File: config.mk
export PLATFORM = sky130hd
export DESIGN_NAME = joystick_button_qualifier
export DESIGN_NICKNAME = d
export VERILOG_FILES = /design/src/jbq_pkg.sv /design/src/jbq_cfg_regs.sv /design/src/jbq_state.sv /design/src/joystick_button_qualifier.sv
export SDC_FILE = /design/constraint.sdc
export NUM_CORES = 1
export LEC_CHECK = 0
export ABC_AREA = 1
export CAP_MARGIN = 5
export CORE_MARGIN = 3
export CORE_UTILIZATION = 64
export DETAILED_ROUTE_END_ITERATION = 8
export DONT_BUFFER_PORTS = 1
export GPL_TIMING_DRIVEN = 0
export PLACE_DENSITY = 0.81
export SLEW_MARGIN = 20
export SYNTH_ARGS = -nofsm -noshare
export SYNTH_HDL_FRONTEND = slang
export SYNTH_SLANG_ARGS = --single-unit
File: constraint.sdc
create_clock -name clk_i -period 3 [get_ports clk_i]
set_input_delay 0.15 -clock clk_i [delete_from_list [all_inputs] [get_ports clk_i]]
set_output_delay 0.15 -clock clk_i [all_outputs]
set_load 0.02 [all_outputs]
File: src/jbq_pkg.sv
// shared types, command and register codes, and reset constants for the joystick qualifier
package jbq_pkg;

  localparam int unsigned SAMPLE_W = 12;
  localparam int unsigned LOCK_W   = 4;
  localparam int unsigned CMD_W    = 3;
  localparam int unsigned IDX_W    = 2;
  localparam int unsigned CFG_W    = SAMPLE_W;
  localparam int unsigned BTN_W    = 2;
  localparam int unsigned DIR_W    = 2;

  localparam logic [SAMPLE_W-1:0] HIGH_THR_RST = SAMPLE_W'(3000);
  localparam logic [SAMPLE_W-1:0] LOW_THR_RST  = SAMPLE_W'(1000);
  localparam logic [SAMPLE_W-1:0] CENTER_RST   = SAMPLE_W'(2000);
  localparam logic [LOCK_W-1:0]   LOCKOUT_RST  = LOCK_W'(2);

  localparam logic signed [DIR_W-1:0] DIR_NONE = 2'sb00;
  localparam logic signed [DIR_W-1:0] DIR_LOW  = 2'sb01;
  localparam logic signed [DIR_W-1:0] DIR_HIGH = 2'sb11;

  typedef enum logic [CMD_W-1:0] {
    CMD_TICK    = 3'd0,
    CMD_EDGE    = 3'd1,
    CMD_READ    = 3'd2,
    CMD_CLEAR   = 3'd3,
    CMD_QUERY_X = 3'd4,
    CMD_QUERY_Y = 3'd5
  } cmd_e;

  typedef enum logic [IDX_W-1:0] {
    REG_HIGH_THR = 2'd0,
    REG_LOW_THR  = 2'd1,
    REG_CENTER   = 2'd2,
    REG_LOCKOUT  = 2'd3
  } reg_idx_e;

  typedef struct packed {
    logic [SAMPLE_W-1:0] high_thr;
    logic [SAMPLE_W-1:0] low_thr;
    logic [SAMPLE_W-1:0] center;
    logic [LOCK_W-1:0]   lockout_ticks;
  } cfg_t;

  typedef struct packed {
    logic [CMD_W-1:0]    cmd;
    logic [SAMPLE_W-1:0] x_sample;
    logic [SAMPLE_W-1:0] y_sample;
    logic                a_edge;
    logic                b_edge;
  } item_t;

  typedef struct packed {
    logic                     has_result;
    logic [BTN_W-1:0]         buttons;
    logic signed [DIR_W-1:0]  direction;
  } result_t;

endpackage

File: src/jbq_cfg_regs.sv
// configuration register file: thresholds, center value and lockout length
module jbq_cfg_regs
  import jbq_pkg::*;
(
  input  logic             clk_i,
  input  logic             rst_ni,
  input  logic             cfg_we_i,
  input  logic [IDX_W-1:0] cfg_index_i,
  input  logic [CFG_W-1:0] cfg_data_i,
  output cfg_t             cfg_o
);

  cfg_t cfg_q, cfg_d;

  always_comb begin
    cfg_d = cfg_q;
    if (cfg_we_i) begin
      unique case (reg_idx_e'(cfg_index_i))
        REG_HIGH_THR: cfg_d.high_thr      = cfg_data_i[SAMPLE_W-1:0];
        REG_LOW_THR:  cfg_d.low_thr       = cfg_data_i[SAMPLE_W-1:0];
        REG_CENTER:   cfg_d.center        = cfg_data_i[SAMPLE_W-1:0];
        REG_LOCKOUT:  cfg_d.lockout_ticks = cfg_data_i[LOCK_W-1:0];
        default:      cfg_d = cfg_q;
      endcase
    end
  end

  always_ff @(posedge clk_i or negedge rst_ni) begin
    if (!rst_ni) begin
      cfg_q.high_thr      <= HIGH_THR_RST;
      cfg_q.low_thr       <= LOW_THR_RST;
      cfg_q.center        <= CENTER_RST;
      cfg_q.lockout_ticks <= LOCKOUT_RST;
    end else begin
      cfg_q <= cfg_d;
    end
  end

  assign cfg_o = cfg_q;

endmodule

File: src/jbq_state.sv
// axis sample history, press flags and lockout counter, updated once per item
module jbq_state
  import jbq_pkg::*;
(
  input  logic    clk_i,
  input  logic    rst_ni,
  input  cfg_t    cfg_i,
  input  item_t   item_i,
  input  logic    fire_i,
  output result_t result_o
);

  logic [SAMPLE_W-1:0] x_cur_q, x_cur_d, x_prev_q, x_prev_d;
  logic [SAMPLE_W-1:0] y_cur_q, y_cur_d, y_prev_q, y_prev_d;
  logic [BTN_W-1:0]    flags_q, flags_d;
  logic [LOCK_W-1:0]   lock_q, lock_d;

  logic [SAMPLE_W-1:0] ax_cur, ax_prev;
  logic                ax_high, ax_low;

  // pick the queried axis
  always_comb begin
    if (cmd_e'(item_i.cmd) == CMD_QUERY_X) begin
      ax_cur  = x_cur_q;
      ax_prev = x_prev_q;
    end else begin
      ax_cur  = y_cur_q;
      ax_prev = y_prev_q;
    end
    ax_high = (ax_cur > cfg_i.high_thr) && (ax_prev > cfg_i.high_thr);
    ax_low  = (ax_cur < cfg_i.low_thr) && (ax_prev < cfg_i.low_thr);
  end

  always_comb begin
    x_cur_d  = x_cur_q;
    x_prev_d = x_prev_q;
    y_cur_d  = y_cur_q;
    y_prev_d = y_prev_q;
    flags_d  = flags_q;
    lock_d   = lock_q;
    result_o = '0;
    unique case (cmd_e'(item_i.cmd))
      CMD_TICK: begin
        x_prev_d = x_cur_q;
        y_prev_d = y_cur_q;
        x_cur_d  = item_i.x_sample;
        y_cur_d  = item_i.y_sample;
        if (lock_q != '0) lock_d = lock_q - LOCK_W'(1);
      end
      CMD_EDGE: begin
        if (lock_q == '0) begin
          flags_d = flags_q | {item_i.b_edge, item_i.a_edge};
          lock_d  = cfg_i.lockout_ticks;
        end
      end
      CMD_READ: begin
        result_o.has_result = 1'b1;
        result_o.buttons    = flags_q;
        flags_d             = '0;
      end
      CMD_CLEAR: begin
        flags_d = '0;
      end
      CMD_QUERY_X, CMD_QUERY_Y: begin
        result_o.has_result = 1'b1;
        // high side wins when both tests pass
        priority if (ax_high) result_o.direction = DIR_HIGH;
        else if (ax_low)      result_o.direction = DIR_LOW;
        else                  result_o.direction = DIR_NONE;
        if (ax_high || ax_low) begin
          if (cmd_e'(item_i.cmd) == CMD_QUERY_X) x_cur_d = cfg_i.center;
          else                                   y_cur_d = cfg_i.center;
        end
      end
      default: ;
    endcase
  end

  always_ff @(posedge clk_i or negedge rst_ni) begin
    if (!rst_ni) begin
      x_cur_q  <= '0;
      x_prev_q <= '0;
      y_cur_q  <= '0;
      y_prev_q <= '0;
      flags_q  <= '0;
      lock_q   <= '0;
    end else if (fire_i) begin
      x_cur_q  <= x_cur_d;
      x_prev_q <= x_prev_d;
      y_cur_q  <= y_cur_d;
      y_prev_q <= y_prev_d;
      flags_q  <= flags_d;
      lock_q   <= lock_d;
    end
  end

endmodule

File: src/joystick_button_qualifier.sv
// top level: input register, state update and result register of the joystick qualifier
// an accepted item is held in the input register and its result in the result register
// throughput: one item per cycle while in_stall_o is low; items with no result never
// wait on the output side, and an item with a result waits in the input register only
// while the result register is full and stalled
// reset: async active low; clears all samples, flags, lockout count and valid bits,
// and loads the registers with 3000, 1000, 2000 and 2
module joystick_button_qualifier
  import jbq_pkg::*;
(
  input  logic                    clk_i,
  input  logic                    rst_ni,
  // configuration write port
  input  logic                    cfg_we_i,
  input  logic [IDX_W-1:0]        cfg_index_i,
  input  logic [CFG_W-1:0]        cfg_data_i,
  // input channel
  input  logic                    in_valid_i,
  output logic                    in_stall_o,
  input  logic [CMD_W-1:0]        cmd_i,
  input  logic [SAMPLE_W-1:0]     x_sample_i,
  input  logic [SAMPLE_W-1:0]     y_sample_i,
  input  logic                    a_edge_i,
  input  logic                    b_edge_i,
  // output channel
  output logic                    out_valid_o,
  input  logic                    out_stall_i,
  output logic [BTN_W-1:0]        buttons_o,
  output logic signed [DIR_W-1:0] direction_o
);

  cfg_t    cfg;
  item_t   item_q;
  logic    item_valid_q;
  result_t result;
  logic    fire;
  logic    slot_free;
  logic    in_accept;

  logic                    out_valid_q;
  logic [BTN_W-1:0]        buttons_q;
  logic signed [DIR_W-1:0] direction_q;

  jbq_cfg_regs u_cfg (
    .clk_i      (clk_i),
    .rst_ni     (rst_ni),
    .cfg_we_i   (cfg_we_i),
    .cfg_index_i(cfg_index_i),
    .cfg_data_i (cfg_data_i),
    .cfg_o      (cfg)
  );

  jbq_state u_state (
    .clk_i   (clk_i),
    .rst_ni  (rst_ni),
    .cfg_i   (cfg),
    .item_i  (item_q),
    .fire_i  (fire),
    .result_o(result)
  );

  // result register can take a new result when empty or being drained this cycle
  assign slot_free = !out_valid_q || !out_stall_i;
  // the held item is processed unless its result has nowhere to go
  assign fire      = item_valid_q && (!result.has_result || slot_free);
  // input register is free when empty or when its item moves on this cycle
  assign in_stall_o = item_valid_q && !fire;
  assign in_accept  = in_valid_i && !in_stall_o;

  // input register
  always_ff @(posedge clk_i or negedge rst_ni) begin
    if (!rst_ni) begin
      item_valid_q <= 1'b0;
    end else if (in_accept) begin
      item_valid_q <= 1'b1;
    end else if (fire) begin
      item_valid_q <= 1'b0;
    end
  end

  always_ff @(posedge clk_i) begin
    if (in_accept) begin
      item_q.cmd      <= cmd_i;
      item_q.x_sample <= x_sample_i;
      item_q.y_sample <= y_sample_i;
      item_q.a_edge   <= a_edge_i;
      item_q.b_edge   <= b_edge_i;
    end
  end

  // result register
  always_ff @(posedge clk_i or negedge rst_ni) begin
    if (!rst_ni) begin
      out_valid_q <= 1'b0;
    end else if (fire && result.has_result) begin
      out_valid_q <= 1'b1;
    end else if (!out_stall_i) begin
      out_valid_q <= 1'b0;
    end
  end

  always_ff @(posedge clk_i) begin
    if (fire && result.has_result) begin
      buttons_q   <= result.buttons;
      direction_q <= result.direction;
    end
  end

  assign out_valid_o = out_valid_q;
  assign buttons_o   = buttons_q;
  assign direction_o = direction_q;

endmodule
# [Yosys cells after proc, flatten, opt, wreduce, memory -nomap -nowiden]
# Cells that the tools add are included.
[word_totals] word_cells=93 output_inout_bits=6 reg_bits=129 inputBits=48
[op_classes] bitwise_logic=1 eq_ne=14 addsub=1 magnitude_cmp=4 n_mux=20 reduce_logical=34
[op_table] operator="12-bit two-way mux" n=6
[op_table] operator="12-bit case mux with 2 select lines" n=2
[op_table] operator="12-bit > comparator" n=2
[op_table] operator="12-bit < comparator" n=2
[op_table] operator="4-bit AND reduction" n=3
[op_table] operator="2-bit by 1-bit inequality test with 1-bit output (second input constant)" n=5
[op_table] operator="2-bit AND reduction" n=5
[op_table] operator="4-bit two-way mux" n=2
[op_table] operator="4-bit case mux with 2 select lines" n=1
[op_table] operator="2-bit nonzero test" n=4
[op_table] operator="3-bit by 2-bit equality test with 1-bit output (second input constant)" n=2
[op_table] operator="3-bit equality test (second input constant)" n=2
[op_table] operator="1-bit logical AND" n=6
[op_table] operator="1-bit two-way mux" n=6
[op_table] operator="1-bit zero test" n=5
[op_table] operator="2-bit equality test (second input constant)" n=2
[op_table] operator="4-bit zero test" n=1
[op_table] operator="2-bit two-way mux" n=2
[op_table] operator="2-bit case mux with 2 select lines" n=1
[op_table] operator="4-bit nonzero test" n=1
[op_table] operator="2-bit OR reduction" n=2
[op_table] operator="4-bit by 1-bit subtractor with 4-bit output (second input constant)" n=1
[op_table] operator="3-bit by 1-bit equality test with 1-bit output (second input constant)" n=1
[op_table] operator="3-bit zero test" n=1
[op_table] operator="other kinds (7)" n=9

# [Longest topological paths before layout]
# Gate-level depths: netlist of run 1.
[logic_depth] depth_word=11 ltp_mapped=18

# [Modules after synthesis]
# Synthesis of run 1 repeated with hierarchy kept, for this count alone.
[hier_totals] hier_cells=742 area_unflattened_um2=6707.7
[modules_own_cells] mod="jbq_state" n_inst=1 cells_per_inst=513 area_each_um2=3921.3 seq_area_each_um2=1351.3
[modules_own_cells] mod="jbq_cfg_regs" n_inst=1 cells_per_inst=182 area_each_um2=1689.1 seq_area_each_um2=1026.0
[modules_own_cells] mod="joystick_button_qualifier" n_inst=1 cells_per_inst=47 area_each_um2=1097.3 seq_area_each_um2=1041.0

# [Worst setup path before layout of run 1]
# Ideal clock, no wire load.
[synth_path] path_type="flip-flop to flip-flop" start="reg item_q[27] (netlist bit)" end="reg u_state.x_cur_q[10]" path_stages_with_launch=17 arrival_ns=2.529 synth_period_minus_slack_ns=2.645 setup_time_ns=0.116 slack_ns=0.355 n_path_buf=2 path_cell_list="edfxtp_1 -> nor2_4 -> nand2_4 -> clkbuf_1 -> nand2_1 -> o21ai_0 -> ha_1 -> nand4_1 -> nor3_1 -> nand2_1 -> nand3_1 -> nand4_1 -> nand3_2 -> nand2_2 -> buf_6 -> nand2_1 -> nand2_1"
[synth_via] elab_chain_cells=7 word_cells_on_any_way=24
[synth_rtl] element="from (decl)" line_no="joystick_button_qualifier.sv:33" text="item_t item_q;"
[synth_rtl] element="3-bit equality test, or another cell as far along" line_no="jbq_state.sv:23, jbq_state.sv:42, jbq_state.sv:71"
[synth_rtl] element="12-bit two-way mux or 3-bit OR reduction (tied branches)"
[synth_rtl] element="12-bit > comparator, or another cell as far along" line_no="jbq_state.sv:30" text="ax_high = (ax_cur > cfg_i.high_thr) && (ax_prev > cfg_i.high_thr);"
[synth_rtl] element="1-bit logical AND, or another cell as far along" line_no="jbq_state.sv:30"
[synth_rtl] element="1-bit logical OR (on tied branches)" line_no="jbq_state.sv:70, joystick_button_qualifier.sv:65"
[synth_rtl] element="2-bit by 1-bit inequality test with 1-bit output (no line) or 1-bit logical AND (tied branches)"
[synth_rtl] element="4-bit AND reduction (no line)"
[synth_rtl] element="to (signal assigned)" line_no="jbq_state.sv:88" text="x_cur_q <= x_cur_d;"
[synth_rtl] element="to (decl)" line_no="jbq_state.sv:13" text="logic [SAMPLE_W-1:0] x_cur_q, x_cur_d, x_prev_q, x_prev_d;"
# Several ways; a longest one is shown, not always the timed one.
# A chain may end at the register's enable or synchronous reset.

# [Worst setup path after layout of run 1]
[layout_path] start="reg item_q[27] (netlist bit)" end="reg u_state.y_cur_q[0]"
[layout_via] elab_chain_cells=7 word_cells_on_any_way=24
[layout_rtl] element="3-bit equality test, or another cell as far along" line_no="jbq_state.sv:23, jbq_state.sv:42, jbq_state.sv:71"
[layout_rtl] element="12-bit two-way mux or 3-bit OR reduction (tied branches)"
[layout_rtl] element="12-bit > comparator, or another cell as far along" line_no="jbq_state.sv:30"
[layout_rtl] element="1-bit logical AND, or another cell as far along" line_no="jbq_state.sv:30"
[layout_rtl] element="1-bit logical OR (on tied branches)" line_no="jbq_state.sv:70, joystick_button_qualifier.sv:65"
[layout_rtl] element="2-bit by 1-bit inequality test with 1-bit output (no line) or 1-bit logical AND (tied branches)"
[layout_rtl] element="4-bit AND reduction (no line)"
[layout_rtl] element="to (signal assigned)" line_no="jbq_state.sv:90" text="y_cur_q <= y_cur_d;"
[layout_rtl] element="to (decl)" line_no="jbq_state.sv:14" text="logic [SAMPLE_W-1:0] y_cur_q, y_cur_d, y_prev_q, y_prev_d;"
# Several ways; a longest one is shown, not always the timed one.

==> results.py, run 1 <==
metrics = {
    "sta": {
        "final_hold_viol_count": 0,
        "drv_slew": 0,
        "setup_slack_ns": -0.3808,
        "final_period_minus_worst_setup_slack_ns": 3.381,
        "worst-slew-pin-transition_ns": 1.072,
        "final_setup_violating_endpoints": 26,
        "clock.fmax_ghz": 0.2958,
        "relative_slew_margins_pct": 27.86,
        "worst_clock_skew_ns": 0.01525,
        "timing.hold.ws_ns": 0.05543,
        "period_share_pct": 112.7,
    },
    "yosys": {
        "synth-warning-count": 0,
        "ys_async_sr_fraction_pct": 74.42,
        "syn-cell-area_um2": 6545,
        "postSynthRegisterBits": 129,
        "synth_largest_area_cell": "sky130_fd_sc_hd__dfrtp_1",
        "ys.flop_type": "sky130_fd_sc_hd__dfrtp_1",
        "synth_enable_flop_cells": 33,
        "synth_largest_type_area_fraction_pct": 29.06,
        "syn_nets": 856,
        "synth_top_cells_by_area": "sky130_fd_sc_hd__dfrtp_1 29%, sky130_fd_sc_hd__nand2_1 17%, sky130_fd_sc_hd__edfxtp_1 15%",
        "syn_inst": 760,
        "netlist_cell_types": 32,
        "syn_avg_cell_area_um2": 8.612,
        "synth.yosys.seq_area_share_pct": 52.23,
    },
    "placement": {
        "placed_cells_incl_taps": 893,
        "dpl-instance-area_um2": 6711,
        "io_buffers": 0,
        "post-place-ws_ns": -0.5074,
        "dp_hpwl_um": 11570,
        "gp_congestion": 0.9615,
    },
    "global_routing": {
        "grt_pass1_wl_um": 32220,
        "antenna_found_initial": 0,
        "first_global_vias": 6096,
        "track_usage_pct": 37.53,
        "grt.overflow.total": 0,
        "grt_max_degree": 97,
    },
    "min_path": {
        "hold_end": "u_cfg.cfg_o[4]$_DFFE_PN0P_",
        "hold_start": "cfg_index_i[1]",
        "worstHoldPathCells": 5,
        "worstHoldPathType": "primary input to register",
    },
    "finish": {
        "number_of_antenna_diodes": 0,
        "final_cell_area_um2": 8210,
        "post_route_cells_drive_above_1_share_pct": 13.86,
        "final_instance_count_without_filler_cells": 999,
        "layout_commonest_cell": "sky130_fd_sc_hd__nand2_1",
        "syn2layout_area_growth_pct": 25.44,
        "mostFrequentLayoutCells": "291 x sky130_fd_sc_hd__nand2_1, 76 x sky130_fd_sc_hd__dfrtp_1, 71 x sky130_fd_sc_hd__inv_1",
        "num-nets-final": 949,
        "postLayoutCoreUtil_pct": 83.23,
    },
    "clocking": {
        "cts_max_level": 4,
        "cts_tree": "done",
        "cts_inserted_buffers": 17,
        "insertion_delay_ns": 0.55,
        "cts.clk_slew.worst_paths_ns": 0.07,
        "root_buffer_master": "sky130_fd_sc_hd__clkbuf_8",
        "cts_buffer_depth": 2,
        "clkSinkCount": 129,
    },
    "worst_setup_path": {
        "worst_ep_required_time_ns": 3.47,
        "critical_path.max_fanout": 5,
        "r2r_setup_slack_ns": -0.38,
        "end_kind": "register",
        "timing.critical_path.arrival_ns": 3.85,
        "rr_endpoint": "u_state.y_cur_q[0]$_DFFE_PN0P_",
        "r2r.worst_path.cells": 18,
        "timing.setup.critical_path_class": "register to register",
        "start_kind": "register",
        "regToRegStartpoint": "item_q[27]$_DFFE_PP_",
    },
    "floorplanning": {
        "core_area_um2": 9864,
        "dieArea_um2": 11480,
        "die_y_um": 107.1,
        "initial_core_util_pct": 66.35,
        "rows": 36,
        "horizontal_die_dimension_um": 107.1,
        "io_pins": 54,
    },
    "power": {
        "total_leakage_power_nw": 4.070,
        "peakVddDrop_uv": 643.8,
        "cell_area_power_density_nw_per_um2": 798.5,
    },
    "run": {
        "maxCapViolations": 0,
    },
    "route": {
        "routed_via_density": 6.556,
        "vias": 6549,
        "drt-pass1-iter-count": 9,
        "detail-route-antenna-nets": 0,
        "drt_first_iter_violations": 898,
        "route.final.wire_length_um": 23750,
        "route.detailed.wl_per_inst_um": 23.77,
        "remaining_drc_errors": 50,
    },
    "outcome": {
        "failed_checks": "design-rule violations, negative setup slack",
        "result_of_the_run": "complete, but fails checks",
    },
}
[critical path: stages, from the launching register on]
cell	delay, ns
sky130_fd_sc_hd__edfxtp_1	0.48
sky130_fd_sc_hd__nor2_4	0.27
sky130_fd_sc_hd__buf_4	0.16
sky130_fd_sc_hd__buf_4	0.09
sky130_fd_sc_hd__buf_4	0.14
sky130_fd_sc_hd__nand3_1	0.12
sky130_fd_sc_hd__and2_1	0.23
sky130_fd_sc_hd__ha_1	0.22
sky130_fd_sc_hd__nor2_1	0.13
sky130_fd_sc_hd__nor2_1	0.07
sky130_fd_sc_hd__o21ai_1	0.15
sky130_fd_sc_hd__nand2_1	0.09
sky130_fd_sc_hd__nand3_1	0.08
sky130_fd_sc_hd__nand4_1	0.32
sky130_fd_sc_hd__nand3_2	0.27
sky130_fd_sc_hd__buf_4	0.14
sky130_fd_sc_hd__buf_4	0.10
sky130_fd_sc_hd__nand3_1	0.10
sky130_fd_sc_hd__nand2_1	0.13
[worst max path at each step]
stage | slack (ns) | depth (start not counted) | endpoint | from
2_1_floorplan | 0.35 | 16 | u_state.x_cur_q[10]$_DFFE_PN0P_ | item_q[27]$_DFFE_PP_
3_3_place_gp | -0.39 | 15 | u_state.y_cur_q[10]$_DFFE_PN0P_ | item_q[27]$_DFFE_PP_
3_5_place_dp | -0.51 | 14 | u_state.y_cur_q[6]$_DFFE_PN0P_ | item_q[27]$_DFFE_PP_
4_1_cts | 0.03 | 18 | u_state.y_cur_q[6]$_DFFE_PN0P_ | item_q[26]$_DFFE_PP_
5_1_grt | -0.37 | 18 | u_state.y_cur_q[0]$_DFFE_PN0P_ | item_q[27]$_DFFE_PP_
6_report | -0.38 | 18 | u_state.y_cur_q[0]$_DFFE_PN0P_ | item_q[27]$_DFFE_PP_
[repair_timing]
action / in CTS / in global routing
buffers inserted: 5 / 14
hold buffers: 52 / 0
gates cloned: 0 / 3
hold endpoints to repair: 167 / 0
gates resized for setup: 14 / 47
setup endpoints to repair: 26 / 26
pin swaps: 3 / 11
[per-layer routing]
| metal | part of all wire (%) | vias to the layer above | GRT usage, % |
|---|---|---|---|
| met5 | 0 | - | 0 |
| met4 | 9.2 | 0 | 18.90 |
| met3 | 12 | 223 | 10.42 |
| met2 | 47 | 711 | 63.63 |
| met1 | 32 | 2951 | 43.59 |
| li1 | - | 2664 | - |
[Yosys cell counts (2+ instances only)]
master                       n
sky130_fd_sc_hd__clkbuf_1   11
sky130_fd_sc_hd__dfstp_2    20
sky130_fd_sc_hd__nand2_2     4
sky130_fd_sc_hd__and2_1      2
sky130_fd_sc_hd__nand3_2     4
sky130_fd_sc_hd__nand3_1    42
sky130_fd_sc_hd__nand4_1     6
sky130_fd_sc_hd__o21a_1      2
sky130_fd_sc_hd__edfxtp_1   33
sky130_fd_sc_hd__clkbuf_4    2
sky130_fd_sc_hd__inv_1      72
sky130_fd_sc_hd__o21ai_0    62
sky130_fd_sc_hd__nand2_1   295
sky130_fd_sc_hd__o21ai_1    11
sky130_fd_sc_hd__inv_2       2
sky130_fd_sc_hd__nor2_1     19
sky130_fd_sc_hd__ha_1       48
sky130_fd_sc_hd__buf_1       2
sky130_fd_sc_hd__buf_6       3
sky130_fd_sc_hd__dfrtp_1    76
sky130_fd_sc_hd__buf_2       6
sky130_fd_sc_hd__nor3_1      4
sky130_fd_sc_hd__a21oi_1    25
[final cells by class]
class	count	area (um2)
tap	133	166.4
timing repair buffer	73	693.2
buffer	25	166.4
clock inverter	14	188.9
inverter	74	277.8
sequential	129	3418
fill	422	1654
multi-input combinational	533	2882
clock buffer	18	417.9
[stage by stage]
step | setup TNS [ns] | power [mW]
finish | -8.041 | 6.556
global route | -7.657 | 6.767
CTS | 0 | 6.073
detailed placement | -11.73 | 3.814
global placement | -8.873 | 3.706
floorplan | 0 | 3.409
[state kept, by name, indices dropped and copies added (netlist names)]
name / flops
u_cfg.cfg_o: 40
item_q: 29
u_state.x_cur_q: 12
u_state.x_prev_q: 12
u_state.y_cur_q: 12
u_state.y_prev_q: 12
u_state.lock_q: 4
buttons_o: 2
direction_o: 2
u_state.flags_q: 2
item_valid_q: 1
out_valid_o: 1
[where the power goes]
| part | total (mW) | internal [mW] | switching (mW) |
|---|---|---|---|
| clock network | 2.20 | 1.35 | 0.852 |
| registers | 2.45 | 2.17 | 0.277 |
| logic | 1.90 | 0.708 | 1.20 |
| total | 6.56 | 4.23 | 2.33 |
[kinds of logic after synthesis]
kind of cell / share of synthesized area, %
mux: 0.1720
xor+xnor: 0.1338
simple gates: 23.97
buf+inv: 6.270
compound gates: 8.048
fa+ha+maj: 9.176
flops: 52.23
(Power assumes the default switching activity.)
==> run 2, diff against run 1 <==
--- a/config.mk
+++ b/config.mk
@@ -9,3 +9,2 @@
 export CAP_MARGIN = 5
-export CORE_MARGIN = 3
 export CORE_UTILIZATION = 64
==> constraint.sdc (replaced) <==
create_clock -name clk_i -period 3 [get_ports clk_i]
set_input_delay 0 -clock clk_i [delete_from_list [all_inputs] [get_ports clk_i]]
set_output_delay 0 -clock clk_i [all_outputs]
set_load 0.02 [all_outputs]
==> run 2 against run 1 <==
Against the previous run: the flow finishes with violations (negative setup slack); first-iteration DRC count grew 8.5%; total power fell by 3.3%; non-clock buffer count fell by 8; setup slack gained 0.27 ns; utilization shrank 1.6 points; clock-buffer cell count decreased by 1; maximum frequency up 8.6%; critical path type unchanged; hold slack gained 0.037 ns; combinational power fell by 4%; global-route usage grew 3.9 points.
==> results.py, run 2 (synthesized netlist as in run 1, its figures left out) <==
metrics = {
    "outcome": {
        "result_of_the_run": "complete, but fails checks",
        "failed_checks": "negative setup slack",
    },
    "clocking": {
        "insertion_delay_ns": 0.53,
        "cts_max_level": 4,
        "clkSinkCount": 129,
        "cts_inserted_buffers": 17,
        "cts_tree": "done",
        "root_buffer_master": "sky130_fd_sc_hd__clkbuf_8",
        "cts_buffer_depth": 2,
        "cts.clk_slew.worst_paths_ns": 0.06,
    },
    "power": {
        "peakVddDrop_uv": 573.5,
        "cell_area_power_density_nw_per_um2": 787.8,
        "total_leakage_power_nw": 4.013,
    },
    "sta": {
        "grt_setup_unrepaired": "yes",
        "period_share_pct": 103.8,
        "worst-slew-pin-transition_ns": 1.147,
        "clock.fmax_ghz": 0.3212,
        "relative_slew_margins_pct": 23.44,
        "timing.hold.ws_ns": 0.09289,
        "setup_slack_ns": -0.1131,
        "tns_ns": -1.188,
        "final_period_minus_worst_setup_slack_ns": 3.113,
        "final_hold_viol_count": 0,
        "drv_slew": 0,
        "final_setup_violating_endpoints": 20,
        "worst_clock_skew_ns": 0.009660,
    },
    "route": {
        "remaining_drc_errors": 0,
        "routed_via_density": 6.545,
        "route.detailed.wl_per_inst_um": 23.18,
        "route.final.wire_length_um": 23020,
        "detail-route-antenna-nets": 0,
        "drt_first_iter_violations": 974,
        "drt-pass1-iter-count": 7,
        "vias": 6499,
    },
    "placement": {
        "placed_cells_incl_taps": 893,
        "gp_congestion": 0.9337,
        "io_buffers": 0,
        "dp_hpwl_um": 11190,
    },
    "finish": {
        "num-nets-final": 941,
        "max_ffs_per_register": 40,
        "layout_commonest_cell": "sky130_fd_sc_hd__nand2_1",
        "syn2layout_area_growth_pct": 22.98,
        "final_instance_count_without_filler_cells": 993,
        "post_route_cells_drive_above_1_share_pct": 12.82,
        "mostFrequentLayoutCells": "294 x sky130_fd_sc_hd__nand2_1, 76 x sky130_fd_sc_hd__dfrtp_1, 71 x sky130_fd_sc_hd__inv_1",
    },
    "floorplanning": {
        "io_pins": 54,
        "initial_core_util_pct": 66.35,
        "rows": 36,
        "core_area_um2": 9864,
        "die_y_um": 103.1,
        "horizontal_die_dimension_um": 103.1,
        "dieArea_um2": 10630,
    },
    "global_routing": {
        "first_global_vias": 6154,
        "grt.overflow.total": 0,
        "antenna_found_initial": 2,
        "grt_max_degree": 97,
        "track_usage_pct": 41.47,
        "grt_pass1_wl_um": 31660,
    },
    "worst_setup_path": {
        "timing.critical_path.arrival_ns": 3.52,
        "critical_path.max_fanout": 10,
        "worst_ep_required_time_ns": 3.41,
        "slowest_stage": "sky130_fd_sc_hd__edfxtp_1",
        "end_kind": "register",
        "timing.setup.critical_path_class": "register to register",
        "max_stage_delay_ns": 0.47,
        "cp_cell_sequence": "nor2_4, buf_4, nand2_2, nand2_1, o21ai_2, ha_1, inv_1, nor2_1, nor2_1, o21ai_0, nand2_1, nand3_1, nand4_1, buf_4, nand3_4, nand2_2, buf_6, nand2_1, nand2_1",
        "start_kind": "register",
        "critical-path-top-cell-by-count": "sky130_fd_sc_hd__nand2_1",
    },
    "run": {
        "maxCapViolations": 0,
    },
    "min_path": {
        "worstHoldPathType": "primary input to register",
    },
}
==> run 2: worst paths after layout <==
path / slack [ns] / startpoint / end / depth (start not counted)
min reg2reg: 0.48 / u_state.y_prev_q[11]$_DFFE_PN0P_ / u_state.y_prev_q[11]$_DFFE_PN0P_ / 2
min in group asynchronous: 0.11 / rst_ni / u_cfg.cfg_o[26]$_DFFE_PN0P_ / 2
max: -0.11 / item_q[27]$_DFFE_PP_ / u_state.x_cur_q[4]$_DFFE_PN0P_ / 19
min: 0.09 / y_sample_i[5] / item_q[7]$_DFFE_PP_ / 1
max in group asynchronous: 2.50 / rst_ni / u_state.x_prev_q[4]$_DFFE_PN0P_ / 2
max reg2reg: -0.11 / item_q[27]$_DFFE_PP_ / u_state.x_cur_q[4]$_DFFE_PN0P_ / 19
==> run 2: repair_timing <==
| action | in CTS | in global routing |
|---|---|---|
| pin swaps | 1 | 6 |
| resized for setup | 8 | 39 |
| gates cloned | 0 | 1 |
| setup endpoints to repair | 26 | 26 |
| setup buffers | 4 | 8 |
| hold buffers | 53 | 0 |
| endpoints found under the hold margin | 173 | 0 |
==> run 2: layout make-up <==
type | count | area [um2]
flip-flops and latches | 129 | 3418
multi-input cells | 533 | 2805
fillers | 480 | 1815
repair buffers | 65 | 638.1
clock buffers | 17 | 414.1
inverters | 74 | 277.8
clock inverters | 15 | 168.9
well taps | 133 | 166.4
plain buffers | 25 | 155.1
diodes | 2 | 5.005
==> run 2: metrics by stage <==
| stage | util [%] | area [um2] | power, mW | worst slack (ns) |
|---|---|---|---|---|
| 4_1_cts | 79.85 | 7876 | 5.943 | 0.004695 |
| 3_3_place_gp | 68.04 | 6711 | 3.687 | -0.3033 |
| 3_5_place_dp | 68.04 | 6711 | 3.803 | -0.3735 |
| 5_1_grt | 81.57 | 8046 | 6.569 | -0.1003 |
| 2_1_floorplan | - | 6545 | 3.409 | 0.3546 |
| 6_report | 81.60 | 8049 | 6.341 | -0.1131 |
==> run 2: report_power, final <==
part	leakage (nW)	switching [mW]	total, mW	internal (mW)
registers	1.49	0.272	2.45	2.17
clock network	0.273	0.822	2.08	1.26
logic	2.25	1.15	1.82	0.666
==> run 2: worst max-delay path: cells and delay by family (launching register included) <==
family	cells	cell delay, ns
buffers and inverters	4	0.56
AOI/OAI and AO/OA	2	0.33
adders and majority gates	1	0.30
and+or+nand+nor	12	1.30
DFF	1	0.47
==> run 2: routing by layer <==
| layer | GRT usage (%) | up-vias | wire [um] |
|---|---|---|---|
| met5 | 0 | - | 0 |
| met3 | 13.36 | 221 | 2987 |
| li1 | - | 2640 | - |
| met4 | 29.79 | 0 | 2125 |
| met1 | 46.58 | 2995 | 7391 |
| met2 | 66.97 | 643 | 10520 |
